## src/hw/rtl/pss_pkg.sv

```systemverilog
// Shared types and codes for the periodic stream scheduler.
// No dependencies.
`default_nettype none
package pss_pkg;
  typedef enum logic [2:0] {
    CMD_ADD = 3'd0, CMD_END = 3'd1, CMD_GET = 3'd2, CMD_LIST = 3'd3,
    CMD_TICK = 3'd4, CMD_POLL = 3'd5, CMD_KILL = 3'd6, CMD_STOP = 3'd7
  } cmd_t;

  typedef enum logic [3:0] {
    ST_OK = 4'd0, ST_UNKNOWN = 4'd1, ST_NOSTREAM = 4'd2, ST_ID_ZERO = 4'd3,
    ST_ID_INVALID = 4'd4, ST_IN_USE = 4'd5, ST_FULL = 4'd6, ST_NO_SLOT = 4'd7,
    ST_NOT_FOUND = 4'd8, ST_MISMATCH = 4'd9, ST_NONE = 4'd10
  } status_t;

  typedef enum logic [1:0] {
    CFG_MASK = 2'd0, CFG_COUNT = 2'd1
  } cfg_idx_t;

  typedef enum logic [1:0] {
    FSM_IDLE, FSM_SCAN, FSM_FINISH, FSM_OUT
  } fsm_t;

  typedef struct packed {
    logic clear;
    logic step;
    logic finish;
  } dp_cmd_t;

  typedef struct packed {
    logic last;
  } dp_stat_t;

  typedef struct packed {
    logic [2:0]  cmd;
    logic [7:0]  sid;
    logic [15:0] rate;
    logic [4:0]  cmd_sel;
    logic        has_args;
  } in_word_t;

  typedef struct packed {
    logic [3:0]  status;
    logic [3:0]  out_sid;
    logic [4:0]  out_cmd_sel;
    logic [15:0] out_rate;
    logic        out_has_args;
    logic [15:0] active_mask;
    logic        fired;
  } out_word_t;
endpackage
`default_nettype wire

```

## src/hw/rtl/pss_if.sv

```systemverilog
// Valid/ready channel carrying one word of type T.
// No dependencies; the payload type is the parameter T.
`default_nettype none
interface pss_if #(parameter type T = logic) ();
  logic valid;
  logic ready;
  T     data;
  modport source (output valid, output data, input ready);
  modport sink (input valid, input data, output ready);
endinterface
`default_nettype wire

```

## src/hw/rtl/pss_ctrl.sv

```systemverilog
// Sequencer for the scheduler: accept, scan the table, present the result.
// Depends on pss_pkg.
`default_nettype none
module pss_ctrl (
  input  wire logic            clk,
  input  wire logic            rst_n,
  input  wire logic            in_fire,
  input  wire logic            out_fire,
  input  pss_pkg::dp_stat_t    stat,
  output pss_pkg::dp_cmd_t     cmd,
  output logic                 in_ready,
  output logic                 out_valid
);
  pss_pkg::fsm_t state_r, state_nxt;

  always_ff @(posedge clk) begin
    if (!rst_n) state_r <= pss_pkg::FSM_IDLE;
    else state_r <= state_nxt;
  end

  always_comb begin
    state_nxt = state_r;
    unique case (state_r)
      pss_pkg::FSM_IDLE:   if (in_fire) state_nxt = pss_pkg::FSM_SCAN;
      pss_pkg::FSM_SCAN:   if (stat.last) state_nxt = pss_pkg::FSM_FINISH;
      pss_pkg::FSM_FINISH: state_nxt = pss_pkg::FSM_OUT;
      pss_pkg::FSM_OUT:    if (out_fire) state_nxt = pss_pkg::FSM_IDLE;
      default:             state_nxt = pss_pkg::FSM_IDLE;
    endcase
  end

  always_comb begin
    in_ready   = (state_r == pss_pkg::FSM_IDLE);
    out_valid  = (state_r == pss_pkg::FSM_OUT);
    cmd.clear  = in_fire;
    cmd.step   = (state_r == pss_pkg::FSM_SCAN);
    cmd.finish = (state_r == pss_pkg::FSM_FINISH);
  end

  a_out_after_finish: assert property (@(posedge clk) disable iff (!rst_n)
    cmd.finish |=> out_valid) else $error("result not shown after finish");
  a_no_accept_busy: assert property (@(posedge clk) disable iff (!rst_n)
    cmd.step |-> !in_ready) else $error("accepting while scanning");
  a_scan_ends: assert property (@(posedge clk) disable iff (!rst_n)
    (cmd.step && stat.last) |=> cmd.finish) else $error("scan end lost");
endmodule
`default_nettype wire

```

## src/hw/rtl/pss_dp.sv

```systemverilog
// Table datapath: one entry visited per cycle, then a commit step.
// Depends on pss_pkg.
`default_nettype none
module pss_dp #(
  parameter int TABLE_ENTRIES = 12,
  parameter int ARG_SLOTS     = 8,
  parameter int MAX_ID        = 15
) (
  input  wire logic            clk,
  input  wire logic            rst_n,
  input  pss_pkg::dp_cmd_t     cmd,
  output pss_pkg::dp_stat_t    stat,
  input  pss_pkg::in_word_t    in_word,
  input  wire logic [31:0]     mask,
  input  wire logic [5:0]      count,
  output pss_pkg::out_word_t   res
);
  localparam int IW = (TABLE_ENTRIES > 1) ? $clog2(TABLE_ENTRIES) : 1;
  localparam logic [IW-1:0] LAST = IW'(TABLE_ENTRIES - 1);

  logic [3:0]  id_r   [TABLE_ENTRIES];
  logic [4:0]  com_r  [TABLE_ENTRIES];
  logic [15:0] per_r  [TABLE_ENTRIES];
  logic [15:0] cd_r   [TABLE_ENTRIES];
  logic [7:0]  pend_r [TABLE_ENTRIES];
  logic        held_r [TABLE_ENTRIES];
  logic [4:0]  slots_r;

  pss_pkg::in_word_t req_r;
  logic [IW-1:0] idx_r;
  logic          hit_r, free_ok_r, pfound_r;
  logic [IW-1:0] hit_idx_r, free_idx_r, pidx_r;
  logic [15:0]   cd_copy_r, amask_r;
  pss_pkg::out_word_t res_r;

  logic [15:0] rate_eff;
  logic [3:0]  cur_id;
  logic        cur_act;

  pss_pkg::status_t st;
  logic known, rel;

  assign rate_eff = (req_r.rate == 16'd0) ? 16'd1 : req_r.rate;
  assign cur_id   = id_r[idx_r];
  assign cur_act  = (cur_id != 4'd0);
  assign stat.last = (idx_r == LAST);
  assign res = res_r;

  // Scan registers
  always_ff @(posedge clk) begin
    if (cmd.clear) begin
      req_r     <= in_word;
      idx_r     <= '0;
      hit_r     <= 1'b0;
      free_ok_r <= 1'b0;
      pfound_r  <= 1'b0;
      amask_r   <= '0;
      cd_copy_r <= (in_word.rate == 16'd0) ? 16'd1 : in_word.rate;
      hit_idx_r <= '0;
      free_idx_r <= '0;
      pidx_r    <= '0;
    end else if (cmd.step) begin
      if (!stat.last) idx_r <= idx_r + IW'(1);
      if (cur_act) begin
        amask_r[cur_id] <= 1'b1;
        if ({4'd0, cur_id} == req_r.sid && !hit_r) begin
          hit_r <= 1'b1;
          hit_idx_r <= idx_r;
        end
        if (per_r[idx_r] == rate_eff) cd_copy_r <= cd_r[idx_r];
        if (pend_r[idx_r] != 8'd0 && !pfound_r) begin
          pfound_r <= 1'b1;
          pidx_r <= idx_r;
        end
      end else if (!free_ok_r) begin
        free_ok_r <= 1'b1;
        free_idx_r <= idx_r;
      end
    end
  end

  // Tick updates each active entry as it is visited; the finish step commits poll and add
  always_ff @(posedge clk) begin
    if (cmd.step && req_r.cmd == pss_pkg::CMD_TICK && cur_act) begin
      if (cd_r[idx_r] == 16'd1) begin
        cd_r[idx_r]   <= per_r[idx_r];
        pend_r[idx_r] <= pend_r[idx_r] + 8'd1;
      end else begin
        cd_r[idx_r] <= cd_r[idx_r] - 16'd1;
      end
    end else if (cmd.finish) begin
      if (req_r.cmd == pss_pkg::CMD_POLL && pfound_r)
        pend_r[pidx_r] <= pend_r[pidx_r] - 8'd1;
      else if (req_r.cmd == pss_pkg::CMD_ADD && st == pss_pkg::ST_OK) begin
        com_r[free_idx_r]  <= req_r.cmd_sel;
        per_r[free_idx_r]  <= rate_eff;
        cd_r[free_idx_r]   <= cd_copy_r;
        pend_r[free_idx_r] <= 8'd0;
      end
    end
  end

  // Status, decided combinationally from scan results
  always_comb begin
    known = ({1'b0, req_r.cmd_sel} < count);
    st = pss_pkg::ST_OK;
    rel = 1'b0;
    unique case (pss_pkg::cmd_t'(req_r.cmd))
      pss_pkg::CMD_ADD: begin
        if (!known) st = pss_pkg::ST_UNKNOWN;
        else if (!mask[req_r.cmd_sel]) st = pss_pkg::ST_NOSTREAM;
        else if (req_r.sid == 8'd0) st = pss_pkg::ST_ID_ZERO;
        else if (req_r.sid > 8'(MAX_ID)) st = pss_pkg::ST_ID_INVALID;
        else if (hit_r) st = pss_pkg::ST_IN_USE;
        else if (!free_ok_r) st = pss_pkg::ST_FULL;
        else if (req_r.has_args && slots_r >= 5'(ARG_SLOTS)) st = pss_pkg::ST_NO_SLOT;
      end
      pss_pkg::CMD_END, pss_pkg::CMD_KILL, pss_pkg::CMD_GET: begin
        if (req_r.sid == 8'd0) st = pss_pkg::ST_ID_ZERO;
        else if (!hit_r) st = pss_pkg::ST_NOT_FOUND;
        else if (req_r.cmd == pss_pkg::CMD_END && com_r[hit_idx_r] != req_r.cmd_sel)
          st = pss_pkg::ST_MISMATCH;
        else rel = (req_r.cmd != pss_pkg::CMD_GET);
      end
      pss_pkg::CMD_POLL: if (!pfound_r) st = pss_pkg::ST_NONE;
      default: st = pss_pkg::ST_OK;
    endcase
  end

  // Commit: ids, slot marks and the slot count
  always_ff @(posedge clk) begin
    if (!rst_n) begin
      for (int i = 0; i < TABLE_ENTRIES; i++) begin
        id_r[i] <= 4'd0;
        held_r[i] <= 1'b0;
      end
      slots_r <= '0;
    end else if (cmd.finish) begin
      if (req_r.cmd == pss_pkg::CMD_STOP) begin
        for (int i = 0; i < TABLE_ENTRIES; i++) begin
          id_r[i] <= 4'd0;
          held_r[i] <= 1'b0;
        end
        slots_r <= '0;
      end else if (req_r.cmd == pss_pkg::CMD_ADD && st == pss_pkg::ST_OK) begin
        id_r[free_idx_r]   <= req_r.sid[3:0];
        held_r[free_idx_r] <= req_r.has_args;
        if (req_r.has_args) slots_r <= slots_r + 5'd1;
      end else if (rel) begin
        id_r[hit_idx_r] <= 4'd0;
        if (held_r[hit_idx_r]) begin
          held_r[hit_idx_r] <= 1'b0;
          if (slots_r != 5'd0) slots_r <= slots_r - 5'd1;
        end
      end
    end
  end

  // Result word is cleared on the last scan step and captured on the finish step
  logic [IW-1:0] rep;
  logic          show;
  always_comb begin
    rep  = (req_r.cmd == pss_pkg::CMD_POLL) ? pidx_r : hit_idx_r;
    show = (st == pss_pkg::ST_OK) &&
           (req_r.cmd == pss_pkg::CMD_GET || req_r.cmd == pss_pkg::CMD_POLL);
  end

  always_ff @(posedge clk) begin
    if (cmd.step && stat.last) begin
      res_r <= '0;
    end else if (cmd.finish) begin
      res_r.status       <= st;
      res_r.out_sid      <= show ? id_r[rep] : 4'd0;
      res_r.out_cmd_sel  <= show ? com_r[rep] : 5'd0;
      res_r.out_rate     <= show ? per_r[rep] : 16'd0;
      res_r.out_has_args <= show ? held_r[rep] : 1'b0;
      res_r.active_mask  <= (req_r.cmd == pss_pkg::CMD_LIST) ? amask_r : 16'd0;
      res_r.fired        <= (req_r.cmd == pss_pkg::CMD_POLL) && pfound_r;
    end
  end

  a_slots_bound: assert property (@(posedge clk) disable iff (!rst_n)
    slots_r <= 5'(ARG_SLOTS) || ARG_SLOTS == 0) else $error("slot count overrun");
  a_fire_ok: assert property (@(posedge clk) disable iff (!rst_n)
    (cmd.finish && req_r.cmd == pss_pkg::CMD_POLL && pfound_r) |=> res_r.fired)
    else $error("poll hit not reported");
  a_idx_reset: assert property (@(posedge clk) disable iff (!rst_n)
    cmd.clear |=> idx_r == '0) else $error("scan index not cleared");
endmodule
`default_nettype wire

```

## src/hw/rtl/periodic_stream_scheduler.sv

```systemverilog
// Periodic stream scheduler top level: config registers, channels, controller, datapath.
// Depends on pss_pkg, pss_if, pss_ctrl and pss_dp.
// Each word is accepted, scanned against each table entry in turn, then committed in a finish
// step; the result is then held until it is accepted.
// Next word is taken the cycle after the result is accepted, never while one is in flight.
// Synchronous active-low reset clears all entries and slot marks and restores config defaults.
`default_nettype none
module periodic_stream_scheduler #(
  parameter int TABLE_ENTRIES = 12,
  parameter int ARG_SLOTS     = 8,
  parameter int MAX_ID        = 15
) (
  input  wire logic        clk,
  input  wire logic        rst_n,
  pss_if.sink              in_ch,
  pss_if.source            out_ch,
  input  wire logic        cfg_we,
  input  wire logic [0:0]  cfg_index,
  input  wire logic [31:0] cfg_wdata
);
  logic [31:0] mask_r;
  logic [5:0]  count_r;
  pss_pkg::dp_cmd_t  dcmd;
  pss_pkg::dp_stat_t dstat;
  logic in_ready, out_valid;

  always_ff @(posedge clk) begin
    if (!rst_n) begin
      mask_r  <= 32'h1F08;
      count_r <= 6'd18;
    end else if (cfg_we) begin
      if (cfg_index == 1'(pss_pkg::CFG_MASK)) mask_r <= cfg_wdata;
      else count_r <= cfg_wdata[5:0];
    end
  end

  assign in_ch.ready  = in_ready;
  assign out_ch.valid = out_valid;

  pss_ctrl u_ctrl (
    .clk, .rst_n,
    .in_fire(in_ch.valid && in_ready),
    .out_fire(out_valid && out_ch.ready),
    .stat(dstat), .cmd(dcmd), .in_ready, .out_valid
  );

  pss_dp #(.TABLE_ENTRIES(TABLE_ENTRIES), .ARG_SLOTS(ARG_SLOTS), .MAX_ID(MAX_ID)) u_dp (
    .clk, .rst_n, .cmd(dcmd), .stat(dstat), .in_word(in_ch.data),
    .mask(mask_r), .count(count_r), .res(out_ch.data)
  );
endmodule
`default_nettype wire
```

## src/flat_wrapper.sv

```systemverilog
// flat-port wrapper written by rule: the top's interface ports become plain ports
module periodic_stream_scheduler_flat 
#(
  parameter int TABLE_ENTRIES = 12,
  parameter int ARG_SLOTS     = 8,
  parameter int MAX_ID        = 15
)
  (clk, rst_n, cfg_we, cfg_index, cfg_wdata, in_ch_valid, in_ch_data, in_ch_ready, out_ch_valid, out_ch_data, out_ch_ready);
  pss_if in_ch_i ();
  pss_if out_ch_i ();
  input  wire logic clk;
  input  wire logic rst_n;
  input  wire logic cfg_we;
  input  wire logic [0:0] cfg_index;
  input  wire logic [31:0] cfg_wdata;
  input wire logic [$bits(in_ch_i.valid)-1:0] in_ch_valid;
  input wire logic [$bits(in_ch_i.data)-1:0] in_ch_data;
  output wire logic [$bits(in_ch_i.ready)-1:0] in_ch_ready;
  output wire logic [$bits(out_ch_i.valid)-1:0] out_ch_valid;
  output wire logic [$bits(out_ch_i.data)-1:0] out_ch_data;
  input wire logic [$bits(out_ch_i.ready)-1:0] out_ch_ready;
  assign in_ch_i.valid = in_ch_valid;
  assign in_ch_i.data = in_ch_data;
  assign in_ch_ready = in_ch_i.ready;
  assign out_ch_valid = out_ch_i.valid;
  assign out_ch_data = out_ch_i.data;
  assign out_ch_i.ready = out_ch_ready;
  periodic_stream_scheduler #(.TABLE_ENTRIES(TABLE_ENTRIES), .ARG_SLOTS(ARG_SLOTS), .MAX_ID(MAX_ID)) u_core (.clk(clk), .rst_n(rst_n), .in_ch(in_ch_i), .out_ch(out_ch_i), .cfg_we(cfg_we), .cfg_index(cfg_index), .cfg_wdata(cfg_wdata));
endmodule
```

## config.mk

```make
export PLATFORM = sky130hd
export DESIGN_NAME = periodic_stream_scheduler_flat
export DESIGN_NICKNAME = d
export VERILOG_FILES = /design/src/hw/rtl/pss_pkg.sv /design/src/hw/rtl/pss_if.sv /design/src/hw/rtl/pss_ctrl.sv /design/src/hw/rtl/pss_dp.sv /design/src/hw/rtl/periodic_stream_scheduler.sv /design/src/flat_wrapper.sv
export SDC_FILE = /design/constraint.sdc
export NUM_CORES = 1
export LEC_CHECK = 0
export BUFFER_PORTS_ARGS = -buffer_cell sky130_fd_sc_hd__buf_2
export CELL_PAD_IN_SITES_DETAIL_PLACEMENT = 0
export CELL_PAD_IN_SITES_GLOBAL_PLACEMENT = 2
export CORE_UTILIZATION = 15
export DETAILED_ROUTE_END_ITERATION = 10
export PLACE_DENSITY_LB_ADDON = 0.1
export SETUP_SLACK_MARGIN = 0.4
export SLEW_MARGIN = 10
export SYNTH_ARGS = -nofsm -noshare
export SYNTH_HDL_FRONTEND = slang
export SYNTH_SLANG_ARGS = --single-unit
```

## constraint.sdc

```tcl
create_clock -name clk -period 1.8 [get_ports clk]
set_clock_uncertainty 0.1 [all_clocks]
set_input_delay 0 -clock clk [delete_from_list [all_inputs] [get_ports clk]]
set_output_delay 0 -clock clk [all_outputs]
set_load 0.005 [all_outputs]
```

==> results_dict.tcl <==
set metrics [dict create \
    synth.area.top_cells "dfxtp_1 32%, ha_1 17%, nand3b_4 5.3%, inv_1 5.0%, and4bb_2 3.3%" \
    antenna_left 0 \
    netSwitchingPower_w 0.000267 \
    cts.sinks 6 \
    ios 42 \
    firstDrtPassIters 2 \
    crit_fanout 3 \
    synth_edf_count 0 \
    cts-root-buf "clkbuf_4" \
    rows 17 \
    viasPerCell 3.91 \
    fin_cells 77 \
    grt-ovfl-total 0 \
    p_int_w 0.000429 \
    cts_tree "done" \
    synth.distinct_cells 23 \
    gp_congestion 0.749 \
    drive_above_1_share_pct 44.9 \
    reg2reg_slack_ps 410 \
    multiInputGateArea_um2 279 \
    synth-seq-cells 6 \
    drcViolationCount 0 \
    clk_pin_slew_ps 50 \
    p_per_area_nw_per_um2 1340 \
    switching_share_pct 38.3 \
    drv_slew 0 \
    regArea_um2 130 \
    via_count 301 \
    cp.arrival_ps 1410 \
    die_h_um 52.1 \
    setup_violations 0 \
    start_util_pct 16.4 \
    worst_hold_path.endpoint "u_core.u_dp.idx_r[1]" \
    final_cell_mix "5 x buf_2, 3 x inv_1, 3 x nor2_1, 3 x ha_4, 3 x clkbuf_4" \
    power_w 0.000696 \
    n_antenna_cell 0 \
    status "finished, final reports clean" \
    clkPwrFrac_pct 18.9 \
    p_comb_share_pct 46.3 \
    avgSynthCellArea_um2 9.19 \
    avgRoutedWirePerCell_um 10.0 \
    dp.cells 73 \
    hold_depth 3 \
    clock_path_buffers 2 \
    synth_cells 41 \
    antenna_found_initial 0 \
    core_um2 2300 \
    fin_nets 95 \
    hold_viol 0 \
    reg2reg_from "u_core.u_ctrl.state_r[0]" \
    syn_nets 85 \
    final_common_cell "buf_2" \
    syn_area_um2 377 \
    rsz0062_at_grt "yes" \
    yosys.area.top_type_share_pct 31.9 \
    p_leak_nw 0.239 \
    numCtsBuffers 3 \
    worstPathRequired_ps 1820 \
    htreeDepth 1 \
    grt_max_degree 8 \
    hp-class "input port to flip-flop" \
    peakVddDrop_mv 0.620 \
    die-area_um2 2710 \
    synth_seq_area_share_pct 31.9 \
    post-dp-hpwl_um 573 \
    synth_area_leader_cell "dfxtp_1" \
    pwr-share-seq_pct 34.7 \
    fin_crit_sh_pct 77.0 \
    grt_pass1_vias 293 \
    yosysWarnings 0 \
    die-width_um 52.1 \
    cap_violations 0 \
    finalWirelength_um 771 \
    crit_path_start "u_core.u_ctrl.state_r[0]" \
    synth_flop_cell "dfxtp_1" \
    r2r_cells 4 \
    min-delay-start "in_ch_valid" \
    cp-start-kind "flip-flop" \
    tns_ps 0 \
    track_usage_pct 7.17 \
    grt_pass1_wl_um 1300 \
    place_area_um2 429 \
    async_flop_share_pct 0 \
    max_clock_freq_mhz 722 \
    holdWs_ps 33.7 \
    final_cell_area_um2 520 \
    fin_crit_ps 1390 \
    worstSkewPairLatency_ps 250 \
    fill_cells 259 \
    cp-end-kind "flip-flop" \
    drtIter0Drc 2 \
    path_class "flip-flop to flip-flop" \
    r2r_end "u_core.u_ctrl.state_r[0]" \
    place.port_buffers 5 \
    area_delta_synth_final_pct 38.2 \
]
## layout make-up
type	instances	share of cell area (%)
flip-flops and latches	6	25.0
multi-input cells	29	53.6
inverters	5	3.61
repair buffers	6	6.73
well taps	28	6.73
clock buffers	3	4.33
## power by group through the flow
stage	clock, W	sequential, W	combinational [W]
final	0.000132	0.000242	0.000323
after floorplan	0	0.000203	0.000179
after detailed placement	0	0.000214	0.000237
after global placement	0	0.000211	0.000235
after CTS	0.000137	0.000229	0.000254
after global routing	0.000151	0.000250	0.000374
## repair_timing
| action | CTS | global route |
|---|---|---|
| pin swaps | 3 | 1 |
| buffers inserted | 0 | 0 |
| endpoints found under the hold margin | 2 | 0 |
| resized for setup | 8 | 9 |
| setup endpoints to repair | 3 | 3 |
| hold buffers | 1 | 0 |
## cell families (layout without fill, tap and decap cells)
group	after synthesis	after routing	synth area share, %
DFF	6	6	31.9
xor gates and xnor gates	1	1	2.33
AOI/OAI and AO/OA	8	8	14.3
and+or+nand+nor	13	13	24.3
muxes	1	1	2.66
other	1	1	0.996
buffers and inverters	6	14	6.98
adders and majority gates	5	5	16.6
## routing by layer
| metal | part of all wire, % | vias to the layer above | GRT usage, % | routed length, um |
|---|---|---|---|---|
| li1 | - | 158 | - | - |
| met1 | 44 | 136 | 8.39 | 338 |
| met2 | 49 | 7 | 9.83 | 381 |
| met3 | 6.6 | 0 | 6.14 | 51 |
| met4 | 0 | 0 | 1.35 | 0 |
| met5 | 0 | - | 0 | 0 |
## worst max path at each step
stage | cells after the start | to | slack, ps
after global routing | 4 | u_core.u_ctrl.state_r[0] | 360
after detailed placement | 4 | u_core.u_ctrl.state_r[0] | 300
final | 4 | u_core.u_ctrl.state_r[0] | 410
after floorplan | 4 | u_core.u_ctrl.state_r[0] | 420
after global placement | 4 | u_core.u_ctrl.state_r[0] | 290
after CTS | 5 | u_core.u_dp.idx_r[0] | 400
## synthesized netlist by cell type, types with 2 or more instances
library cell / number
dfxtp_1: 6
ha_1: 5
inv_1: 5
nor2_1: 3
a21oi_1: 2
nand2_1: 2
o21ai_0: 2
## worst max-delay path, cell delays in order, from the launching register on
cell	delay, ps
dfxtp_4	360
ha_1	190
nor2b_1	150
a2111oi_2	390
a211oi_2	80
## sequential cells by signal, indices dropped and copies added (netlist names)
signal	flops
u_core.u_dp.idx_r	4
u_core.u_ctrl.state_r	2
## per-stage QoR
step | util (%) | worst slack, ps
floorplan | - | 425
global placement | 18.7 | 287
detailed placement | 18.7 | 302
CTS | 21.1 | 397
global route | 22.7 | 364
finish | 22.7 | 414
No activity file was read; power rests on OpenSTA's default activity.
